$ cat config.mk
export PLATFORM = sky130hd
export DESIGN_NAME = tag_value_appendage_checker_top_flat
export DESIGN_NICKNAME = d
export VERILOG_FILES = /design/src/sv/tvac_pkg.sv /design/src/sv/tvac_if.sv /design/src/sv/tvac_in_stage.sv /design/src/sv/tvac_walker.sv /design/src/sv/tvac_out_stage.sv /design/src/sv/tag_value_appendage_checker_top.sv /design/src/flat_wrapper.sv
export SDC_FILE = /design/constraint.sdc
export NUM_CORES = 1
export LEC_CHECK = 0
export BUFFER_PORTS_ARGS = -buffer_cell sky130_fd_sc_hd__buf_2
export CAP_MARGIN = 10
export CORE_ASPECT_RATIO = 0.6
export CORE_MARGIN = 8
export CORE_UTILIZATION = 45
export CTS_BUF_LIST = sky130_fd_sc_hd__clkbuf_8
export DETAILED_ROUTE_END_ITERATION = 6
export PLACE_DENSITY = 0.73
export RECOVER_POWER = 50
export SETUP_SLACK_MARGIN = 0.05
export SYNTH_ARGS = -nofsm -noshare
export SYNTH_HDL_FRONTEND = slang
export SYNTH_SLANG_ARGS = --single-unit
$ cat constraint.sdc
create_clock -name clk_i -period 11.2 [get_ports clk_i]
set_input_delay 1.12 -clock clk_i [delete_from_list [all_inputs] [get_ports clk_i]]
set_output_delay 1.12 -clock clk_i [all_outputs]
set_load 0.02 [all_outputs]
$ cat src/sv/tvac_pkg.sv
// Package for the tag-value appendage checker.
// Holds the beat, configuration and result types and the walk phase codes.
// No dependencies.
package tvac_pkg;

  localparam int unsigned PosWidth = 17;
  localparam logic [PosWidth-1:0] PosMax = '1;

  localparam int unsigned CfgIndexWidth = 2;
  localparam logic [CfgIndexWidth-1:0] RegAppendageBase  = 2'd0;
  localparam logic [CfgIndexWidth-1:0] RegLengthOptional = 2'd1;
  localparam logic [CfgIndexWidth-1:0] RegWantedTag      = 2'd2;

  typedef enum logic [1:0] {
    PH_LEN,
    PH_TAG,
    PH_STOP
  } phase_e;

  typedef struct packed {
    logic [7:0] data_byte;
    logic       last_byte;
  } beat_t;

  typedef struct packed {
    logic [7:0] appendage_base;
    logic       length_optional;
    logic [7:0] wanted_tag;
  } cfg_t;

  typedef struct packed {
    logic                status;
    logic [15:0]         appendage_size;
    logic                option_found;
    logic [PosWidth-1:0] value_offset;
    logic [7:0]          value_length;
  } result_t;

endpackage

$ cat src/sv/tvac_if.sv
// Channel interfaces of the tag-value appendage checker: message bytes,
// results and configuration writes. Widths are written out; no package is imported.
interface tvac_in_if;
  logic       valid;
  logic       ready;
  logic [7:0] data_byte;
  logic       last_byte;
  modport source (output valid, data_byte, last_byte, input ready);
  modport sink (input valid, data_byte, last_byte, output ready);
endinterface

interface tvac_out_if;
  logic        valid;
  logic        ready;
  logic        status;
  logic [15:0] appendage_size;
  logic        option_found;
  logic [16:0] value_offset;
  logic [7:0]  value_length;
  modport source (output valid, status, appendage_size, option_found, value_offset,
                  value_length, input ready);
  modport sink (input valid, status, appendage_size, option_found, value_offset,
                value_length, output ready);
endinterface

interface tvac_cfg_if;
  logic       valid;
  logic       ready;
  logic [1:0] index;
  logic [7:0] data;
  modport source (output valid, index, data, input ready);
  modport sink (input valid, index, data, output ready);
endinterface

$ cat src/sv/tvac_in_stage.sv
// Input register of the tag-value appendage checker.
// Holds one message byte beat until the walker consumes it. Depends on tvac_pkg.
module tvac_in_stage (
  input  logic          clk_i,
  input  logic          rst_ni,
  tvac_in_if.sink       in_i,
  input  logic          take_i,
  output logic          valid_o,
  output tvac_pkg::beat_t beat_o
);
  import tvac_pkg::*;

  logic  valid_q, valid_d;
  beat_t beat_q;

  assign in_i.ready = !valid_q || take_i;
  assign valid_d    = (in_i.valid && in_i.ready) || (valid_q && !take_i);

  always_ff @(posedge clk_i or negedge rst_ni) begin
    if (!rst_ni) begin
      valid_q <= 1'b0;
    end else begin
      valid_q <= valid_d;
    end
  end

  always_ff @(posedge clk_i) begin
    if (in_i.valid && in_i.ready) begin
      beat_q <= '{data_byte: in_i.data_byte, last_byte: in_i.last_byte};
    end
  end

  assign valid_o = valid_q;
  assign beat_o  = beat_q;
endmodule

$ cat src/sv/tvac_walker.sv
// Message state and element walk of the tag-value appendage checker.
// Consumes one byte per take and forms the result on the last byte. Depends on tvac_pkg.
module tvac_walker (
  input  logic              clk_i,
  input  logic              rst_ni,
  input  logic              take_i,
  input  tvac_pkg::beat_t   beat_i,
  input  tvac_pkg::cfg_t    cfg_i,
  output logic              result_valid_o,
  output tvac_pkg::result_t result_o
);
  import tvac_pkg::*;

  logic [PosWidth-1:0] pos_q, pos_d;
  logic [15:0]         decl_q, decl_d;
  logic [15:0]         elem_start_q, elem_start_d;
  phase_e              phase_q, phase_d;
  logic [7:0]          elem_len_q, elem_len_d;
  logic                broken_q, broken_d;
  logic                found_q, found_d;
  logic [PosWidth-1:0] found_offset_q, found_offset_d;
  logic [7:0]          found_len_q, found_len_d;

  logic [PosWidth-1:0] base_ext;
  logic [PosWidth-1:0] start;
  logic [PosWidth-1:0] rel;
  logic [15:0]         rem;
  logic [7:0]          b;
  logic [17:0]         size;
  logic [17:0]         base18;
  logic [17:0]         end18;

  assign b        = beat_i.data_byte;
  assign base_ext = {{(PosWidth-8){1'b0}}, cfg_i.appendage_base};
  assign start    = base_ext + PosWidth'(2);
  assign rel      = pos_q - start;
  assign rem      = decl_q - rel[15:0] - 16'd1;

  always_comb begin
    pos_d          = (pos_q == PosMax) ? pos_q : pos_q + PosWidth'(1);
    decl_d         = decl_q;
    elem_start_d   = elem_start_q;
    phase_d        = phase_q;
    elem_len_d     = elem_len_q;
    broken_d       = broken_q;
    found_d        = found_q;
    found_offset_d = found_offset_q;
    found_len_d    = found_len_q;
    if (pos_q == base_ext) begin
      decl_d = {b, 8'h00};
    end else if (pos_q == base_ext + PosWidth'(1)) begin
      decl_d       = {decl_q[15:8], b};
      elem_start_d = '0;
      phase_d      = PH_LEN;
    end else if (pos_q >= start && phase_q != PH_STOP && rel < {1'b0, decl_q}) begin
      case (phase_q)
        PH_LEN: begin
          if (rel[15:0] == elem_start_q) begin
            if (b == 8'd0 || {8'd0, b} > rem) begin
              broken_d = 1'b1;
              phase_d  = PH_STOP;
            end else begin
              elem_len_d = b;
              phase_d    = PH_TAG;
            end
          end
        end
        PH_TAG: begin
          if (rel == {1'b0, elem_start_q} + PosWidth'(1)) begin
            if (!found_q && b == cfg_i.wanted_tag) begin
              found_d        = 1'b1;
              found_offset_d = pos_q + PosWidth'(1);
              found_len_d    = elem_len_q - 8'd1;
            end
            elem_start_d = elem_start_q + 16'd1 + {8'd0, elem_len_q};
            phase_d      = PH_LEN;
          end
        end
        default: begin
        end
      endcase
    end
  end

  assign size   = {1'b0, pos_q} + 18'd1;
  assign base18 = {10'd0, cfg_i.appendage_base};
  assign end18  = base18 + 18'd2 + {2'd0, decl_d};

  always_comb begin
    result_o = '0;
    result_o.status = 1'b1;
    if (size < base18) begin
      result_o.status = 1'b1;
    end else if (size < base18 + 18'd2) begin
      result_o.status = !(cfg_i.length_optional && size == base18);
    end else if (size < end18) begin
      result_o.status = 1'b1;
    end else begin
      result_o.status         = broken_d;
      result_o.appendage_size = decl_d;
      result_o.option_found   = found_d;
      if (found_d) begin
        result_o.value_offset = found_offset_d;
        result_o.value_length = found_len_d;
      end
    end
  end

  assign result_valid_o = take_i && beat_i.last_byte;

  always_ff @(posedge clk_i or negedge rst_ni) begin
    if (!rst_ni) begin
      pos_q          <= '0;
      decl_q         <= '0;
      elem_start_q   <= '0;
      phase_q        <= PH_LEN;
      elem_len_q     <= '0;
      broken_q       <= 1'b0;
      found_q        <= 1'b0;
      found_offset_q <= '0;
      found_len_q    <= '0;
    end else if (take_i) begin
      if (beat_i.last_byte) begin
        pos_q          <= '0;
        decl_q         <= '0;
        elem_start_q   <= '0;
        phase_q        <= PH_LEN;
        elem_len_q     <= '0;
        broken_q       <= 1'b0;
        found_q        <= 1'b0;
        found_offset_q <= '0;
        found_len_q    <= '0;
      end else begin
        pos_q          <= pos_d;
        decl_q         <= decl_d;
        elem_start_q   <= elem_start_d;
        phase_q        <= phase_d;
        elem_len_q     <= elem_len_d;
        broken_q       <= broken_d;
        found_q        <= found_d;
        found_offset_q <= found_offset_d;
        found_len_q    <= found_len_d;
      end
    end
  end
endmodule

$ cat src/sv/tvac_out_stage.sv
// Result register of the tag-value appendage checker.
// Holds one result beat until the sink takes it. Depends on tvac_pkg.
module tvac_out_stage (
  input  logic              clk_i,
  input  logic              rst_ni,
  input  logic              load_i,
  input  tvac_pkg::result_t result_i,
  output logic              free_o,
  tvac_out_if.source        out_o
);
  import tvac_pkg::*;

  logic    valid_q, valid_d;
  result_t result_q;

  assign free_o  = !valid_q || out_o.ready;
  assign valid_d = load_i || (valid_q && !out_o.ready);

  always_ff @(posedge clk_i or negedge rst_ni) begin
    if (!rst_ni) begin
      valid_q <= 1'b0;
    end else begin
      valid_q <= valid_d;
    end
  end

  always_ff @(posedge clk_i) begin
    if (load_i) begin
      result_q <= result_i;
    end
  end

  assign out_o.valid          = valid_q;
  assign out_o.status         = result_q.status;
  assign out_o.appendage_size = result_q.appendage_size;
  assign out_o.option_found   = result_q.option_found;
  assign out_o.value_offset   = result_q.value_offset;
  assign out_o.value_length   = result_q.value_length;
endmodule

$ cat src/sv/tag_value_appendage_checker_top.sv
// The checker takes one message byte per cycle with no gaps of its own while the
// output register can take a result: a byte is accepted into the input register and
// walked from there and, if it is the last byte, its result is loaded into the
// output register, from which the result beat is offered. A result waiting in the
// output register stalls the walk only while the sink holds ready low.
// Configuration writes are always ready and take effect at once; write them only
// between messages.
// Top level: instantiates tvac_in_stage, tvac_walker and tvac_out_stage.
// Depends on tvac_pkg and the channel interfaces in tvac_if.
module tag_value_appendage_checker_top (
  input  logic       clk_i,
  input  logic       rst_ni,
  tvac_in_if.sink    in_i,
  tvac_out_if.source out_o,
  tvac_cfg_if.sink   cfg_i
);
  import tvac_pkg::*;

  cfg_t    cfg_q;
  beat_t   beat;
  result_t result;
  logic    beat_valid;
  logic    out_free;
  logic    take;
  logic    result_valid;

  assign cfg_i.ready = 1'b1;

  always_ff @(posedge clk_i or negedge rst_ni) begin
    if (!rst_ni) begin
      cfg_q <= '0;
    end else if (cfg_i.valid && cfg_i.ready) begin
      case (cfg_i.index)
        RegAppendageBase:  cfg_q.appendage_base  <= cfg_i.data;
        RegLengthOptional: cfg_q.length_optional <= cfg_i.data[0];
        RegWantedTag:      cfg_q.wanted_tag      <= cfg_i.data;
        default: begin
        end
      endcase
    end
  end

  assign take = beat_valid && out_free;

  tvac_in_stage u_in_stage (
    .clk_i   (clk_i),
    .rst_ni  (rst_ni),
    .in_i    (in_i),
    .take_i  (take),
    .valid_o (beat_valid),
    .beat_o  (beat)
  );

  tvac_walker u_walker (
    .clk_i          (clk_i),
    .rst_ni         (rst_ni),
    .take_i         (take),
    .beat_i         (beat),
    .cfg_i          (cfg_q),
    .result_valid_o (result_valid),
    .result_o       (result)
  );

  tvac_out_stage u_out_stage (
    .clk_i    (clk_i),
    .rst_ni   (rst_ni),
    .load_i   (result_valid),
    .result_i (result),
    .free_o   (out_free),
    .out_o    (out_o)
  );

  assert property (@(posedge clk_i) disable iff (!rst_ni)
    out_o.valid && !out_o.option_found |-> out_o.value_offset == '0 && out_o.value_length == '0)
    else $error("Result without an option carries a nonzero position or size.");

  assert property (@(posedge clk_i) disable iff (!rst_ni)
    out_o.valid && out_o.option_found |->
      {8'd0, out_o.value_length} < out_o.appendage_size)
    else $error("Found option does not fit inside the appendage.");

  assert property (@(posedge clk_i) disable iff (!rst_ni)
    out_o.valid && out_o.option_found |->
      out_o.value_offset >= {9'd0, cfg_q.appendage_base} + 17'd4)
    else $error("Found option lies before the appendage.");

  assert property (@(posedge clk_i) disable iff (!rst_ni)
    result_valid |-> take && out_free)
    else $error("Result formed while the output register was not free.");
endmodule

$ cat src/flat_wrapper.sv
// flat-port wrapper written by rule: the top's interface ports become plain ports
module tag_value_appendage_checker_top_flat import tvac_pkg::*;
  (clk_i, rst_ni, in_i_valid, in_i_data_byte, in_i_last_byte, in_i_ready, out_o_valid, out_o_status, out_o_appendage_size, out_o_option_found, out_o_value_offset, out_o_value_length, out_o_ready, cfg_i_valid, cfg_i_index, cfg_i_data, cfg_i_ready);
  tvac_in_if in_i_i ();
  tvac_out_if out_o_i ();
  tvac_cfg_if cfg_i_i ();
  input  logic clk_i;
  input  logic rst_ni;
  input wire logic [$bits(in_i_i.valid)-1:0] in_i_valid;
  input wire logic [$bits(in_i_i.data_byte)-1:0] in_i_data_byte;
  input wire logic [$bits(in_i_i.last_byte)-1:0] in_i_last_byte;
  output wire logic [$bits(in_i_i.ready)-1:0] in_i_ready;
  output wire logic [$bits(out_o_i.valid)-1:0] out_o_valid;
  output wire logic [$bits(out_o_i.status)-1:0] out_o_status;
  output wire logic [$bits(out_o_i.appendage_size)-1:0] out_o_appendage_size;
  output wire logic [$bits(out_o_i.option_found)-1:0] out_o_option_found;
  output wire logic [$bits(out_o_i.value_offset)-1:0] out_o_value_offset;
  output wire logic [$bits(out_o_i.value_length)-1:0] out_o_value_length;
  input wire logic [$bits(out_o_i.ready)-1:0] out_o_ready;
  input wire logic [$bits(cfg_i_i.valid)-1:0] cfg_i_valid;
  input wire logic [$bits(cfg_i_i.index)-1:0] cfg_i_index;
  input wire logic [$bits(cfg_i_i.data)-1:0] cfg_i_data;
  output wire logic [$bits(cfg_i_i.ready)-1:0] cfg_i_ready;
  assign in_i_i.valid = in_i_valid;
  assign in_i_i.data_byte = in_i_data_byte;
  assign in_i_i.last_byte = in_i_last_byte;
  assign in_i_ready = in_i_i.ready;
  assign out_o_valid = out_o_i.valid;
  assign out_o_status = out_o_i.status;
  assign out_o_appendage_size = out_o_i.appendage_size;
  assign out_o_option_found = out_o_i.option_found;
  assign out_o_value_offset = out_o_i.value_offset;
  assign out_o_value_length = out_o_i.value_length;
  assign out_o_i.ready = out_o_ready;
  assign cfg_i_i.valid = cfg_i_valid;
  assign cfg_i_i.index = cfg_i_index;
  assign cfg_i_i.data = cfg_i_data;
  assign cfg_i_ready = cfg_i_i.ready;
  tag_value_appendage_checker_top u_core (.clk_i(clk_i), .rst_ni(rst_ni), .in_i(in_i_i), .out_o(out_o_i), .cfg_i(cfg_i_i));
endmodule
==> results.md <==
* Flops & latches, synth at between 150 and 200
* Register area at 0.00419 mm2
* Total routed wirelength at 41.6 mm
* Hold depth at 1
* Main synth FF type: dfrtp_1
* Finished Layout Cells at 1784
* Combinational power share at approximately 37%
* Post-synth EDFFs at 52
* CP startpoint kind: flip-flop
* Worst flop-to-flop path startpoint: u_core.u_walker.pos_q[0]
* Clock power share at approximately a quarter
* Leakage at 5.83 nW
* Final min period at between 8 and 9 ns
* Clk Latency, worst-skew pair at 0.52 ns
* Yosys top cell area share at 21.2%
* Sw Share at between 40% and 50%
* Dpl hpwl at about 33 mm
* Transition time of the tightest slew-check pin at 4.28 ns
* Pwr Density at 133 mW/mm2
* Post-route cell area at approximately 0.013 mm2
* Final period utilization at 73.0%
* Buffer count from post-CTS setup fixing at 0
* DRC at 0
* Horiz. Die Dim at roughly 230 um
* CTS tree: done
* Final Hold Viols at 0
* Rows at between 40 and 50
* Area growth syn-to-layout at 8.39%
* Post-placement cell area at ~0.013 mm2
* Async SR Flop Fraction at approximately two thirds
* Synth Net Count at 1482
* Via count at 11300
* Cell taking the most area after synthesis: dfrtp_1
* Fillers at roughly 2600
* Wire per inst at between 20 and 25 um
* GRT overflow at 0
* Port Buffers at 68
* Finished Core Util at 49.1%
* Worst-path clk slew at about 0.11 ns
* Clock Tree Buf Depth at 2
* Core area at around 0.027 mm2
* Total iterations of the first detailed-routing run at 6
* Failing checks: max-capacitance violations, max-slew violations
* Worst Min Path Start: u_core.u_walker.found_len_q[3]
* Peak Freq at ~0.12 GHz
* Hold WS at between 0.5 and 0.6 ns
* Cell area after synthesis at roughly 0.012 mm2
* Outcome: finished, violations left
* Arrival time of the worst setup path at around 8.4 ns
* Final Skew at between 0.02 and 0.025 ns
* Largest cells by area after synthesis: dfrtp_1, edfxtp_1, ha_1
* First-pass GRT wire length at around 63 mm
* Net Sw Power at 724 uW
* Internal power at 1.06 mW
* Tot Pwr at approximately 1.8 mW
* Kind of end point of the critical path: flip-flop
* R2R setup slack at 3.02 ns
* Hold-fix buffers, CTS at 0
* Global Route Usage Sum at between 20% and 30%
* Die Y at 144 um
* Sequential power share at 37.8%
* Die footprint at around 0.033 mm2
* Final Max Tran Viols at 133
* Placer Congestion at 1.10
* Total negative slack at 0 ns
* CTS resizes at 0
* WS Path Type: reg -> reg
* Post-route ant nets at 0
* Setup WS post-layout at 3.02 ns
* # clock sinks at 157
* Worst-path maximum fanout at 30
* Crit path required time at roughly 11 ns
* Starting Density at roughly 45%
* RSZ-0062 raised after global routing: no
* End of the worst register-to-register path: u_core.u_out_stage.out_o.value_length[1]
* CTS root buf: clkbuf_8
* Worst r2r path cells at 27
* DRT iter0 DRCs at between 1500 and 2000
* Multi-input logic area at 0.00759 mm2
* Unique masters post-synth at 94
* Initial antenna violation count at 0
* Vias in the first global route at 10400
* Placed Cells at ~1800
* Proportion of layout cells with a drive suffix above 1 at approximately 8.6%
* I/O pins at 70
* Seq/Total Area, Yosys at around a third
* Cells after Synth at approximately 1400
* CTS Buf Count at 17
* # setup viols final at 0
* Post-DR vias/cell at 6.31
* Max rail drop VDD at roughly 0.14 mV
* Worst slack at placement at between 3 and 4 ns
* Mapped Avg Cell Area at 9.10 um2
* Relative slew slack at -186%
* Inserted Diodes at 0
* Largest net degree at the start of global routing at between 70 and 80
* Layout net count at around 1500
* Syn. warnings at 0
* Worst Hold Class: reg -> reg
* Destination of the worst hold path: u_core.u_walker.found_len_q[3]
* Max-cap viol count at 3
* H-Tree Depth at 4
-- critical path, cell delays in order (launching register included) --
cell and delay [ns]:
dfrtp_1 0.58, inv_1 0.21, ha_1 0.52, or4b_2 0.63, nor4_2 0.14, buf_4 0.38
or2_2 0.27, inv_1 0.06, ha_1 0.29, a21o_1 0.20, a21oi_1 0.24, inv_1 0.08
maj3_1 0.39, a211o_1 0.32, nand3_1 0.17, a21oi_1 0.11, xor2_1 0.16, ha_1 0.32
a21o_1 0.16, a21o_1 0.16, a21oi_1 0.13, nor2b_1 0.05, o21ai_0 0.16, nand2b_1 0.09
a2111oi_0 0.59, a221o_1 0.70, o21bai_2 0.59, a211oi_1 0.11
-- sequential cells by signal, summed over array words and instances (netlist names), 9 cells and up --
name                                     flops
u_core.u_walker.found_offset_q              17
u_core.u_out_stage.out_o.value_offset       17
u_core.u_walker.pos_q                       17
u_core.u_walker.decl_q                      16
u_core.cfg_q                                17
u_core.u_walker.elem_start_q                16
u_core.u_in_stage.beat_o                     9
u_core.u_out_stage.out_o.appendage_size     16
-- worst max path at each step --
stage	end	start	cells after the start	slack, ns
floorplan	u_core.u_out_stage.out_o.value_length[4]	u_core.u_walker.pos_q[6]	30	4.21
global placement	u_core.u_out_stage.out_o.value_offset[1]	u_core.u_walker.pos_q[0]	27	3.37
detailed placement	u_core.u_out_stage.out_o.value_length[1]	u_core.u_walker.pos_q[0]	27	3.28
CTS	u_core.u_out_stage.out_o.value_length[1]	u_core.u_walker.pos_q[0]	27	3.15
global route	u_core.u_out_stage.out_o.value_offset[16]	u_core.u_walker.pos_q[0]	27	2.53
finish	u_core.u_out_stage.out_o.value_length[1]	u_core.u_walker.pos_q[0]	27	3.02
-- cells in the mapped netlist, drive strengths merged (6+ instances only) --
cell type / n
nand4b: 9
nor4: 17
a211o: 7
o21a: 8
nand3: 37
xor2: 49
nand3b: 7
nor2b: 21
a21oi: 73
a22o: 16
nor2: 88
or3: 14
nand4: 25
o2bb2ai: 9
o31ai: 11
and3: 22
or4: 9
nor3: 30
or2: 8
xnor2: 67
a211oi: 14
o211ai: 8
dfrtp: 105
mux2i: 29
a21o: 21
nand2: 128
o21ai: 75
inv: 81
ha: 94
a32o: 6
o21bai: 8
clkbuf: 41
and4: 6
mux2: 15
buf: 23
a2111oi: 7
edfxtp: 52
a31oi: 7
o22ai: 10
nand2b: 20
and2: 12
-- layout make-up --
cell class	count	area share, %
flip-flops and latches	157	31.2
well taps	367	3.42
multi-input cells	1057	56.6
clock inverters	15	1.42
repair buffers	89	3.28
clock buffers	17	1.75
inverters	82	2.30
-- logic make-up (layout without fill, tap and decap cells) --
logic type                 count (synthesis)  count (layout)  synth area share [%]
xor gates and xnor gates                 123             123                  9.69
buffers and inverters                    146             203                  4.85
adders and majority gates                100             100                  10.3
muxes                                     44              44                  3.77
and+or+nand+nor                          469             469                  19.9
other                                      1               1                0.0303
DFF                                      157             157                  33.9
AOI/OAI and AO/OA                        320             320                  17.6
-- layer usage --
layer,GRT usage (%),up-vias,part of all wire [%]
met5,0,-,0
met1,36.5,5403,45
met3,11.9,67,16
li1,-,5036,-
met4,5.81,0,1.8
met2,31.9,744,36
-- power by group through the flow --
stage,combinational [mW],clock [mW],sequential (mW)
finish,0.654,0.458,0.675
global route,0.704,0.484,0.678
CTS,0.632,0.464,0.672
detailed placement,0.627,0,0.684
global placement,0.622,0,0.682
floorplan,0.439,0,0.676
-- cells in the final DEF (no fill, tap or decap), types with 43 or more instances in the layout --
cell type / synthesis / routed
ha_1: 94 / 94
clkbuf_1: 40 / 43
inv_1: 80 / 79
dfrtp_1: 105 / 105
a21oi_1: 73 / 73
o21ai_0: 71 / 71
xor2_1: 49 / 49
xnor2_1: 64 / 64
nor2_1: 87 / 87
edfxtp_1: 52 / 52
nand2_1: 128 / 128
(Power assumes the default switching activity.)
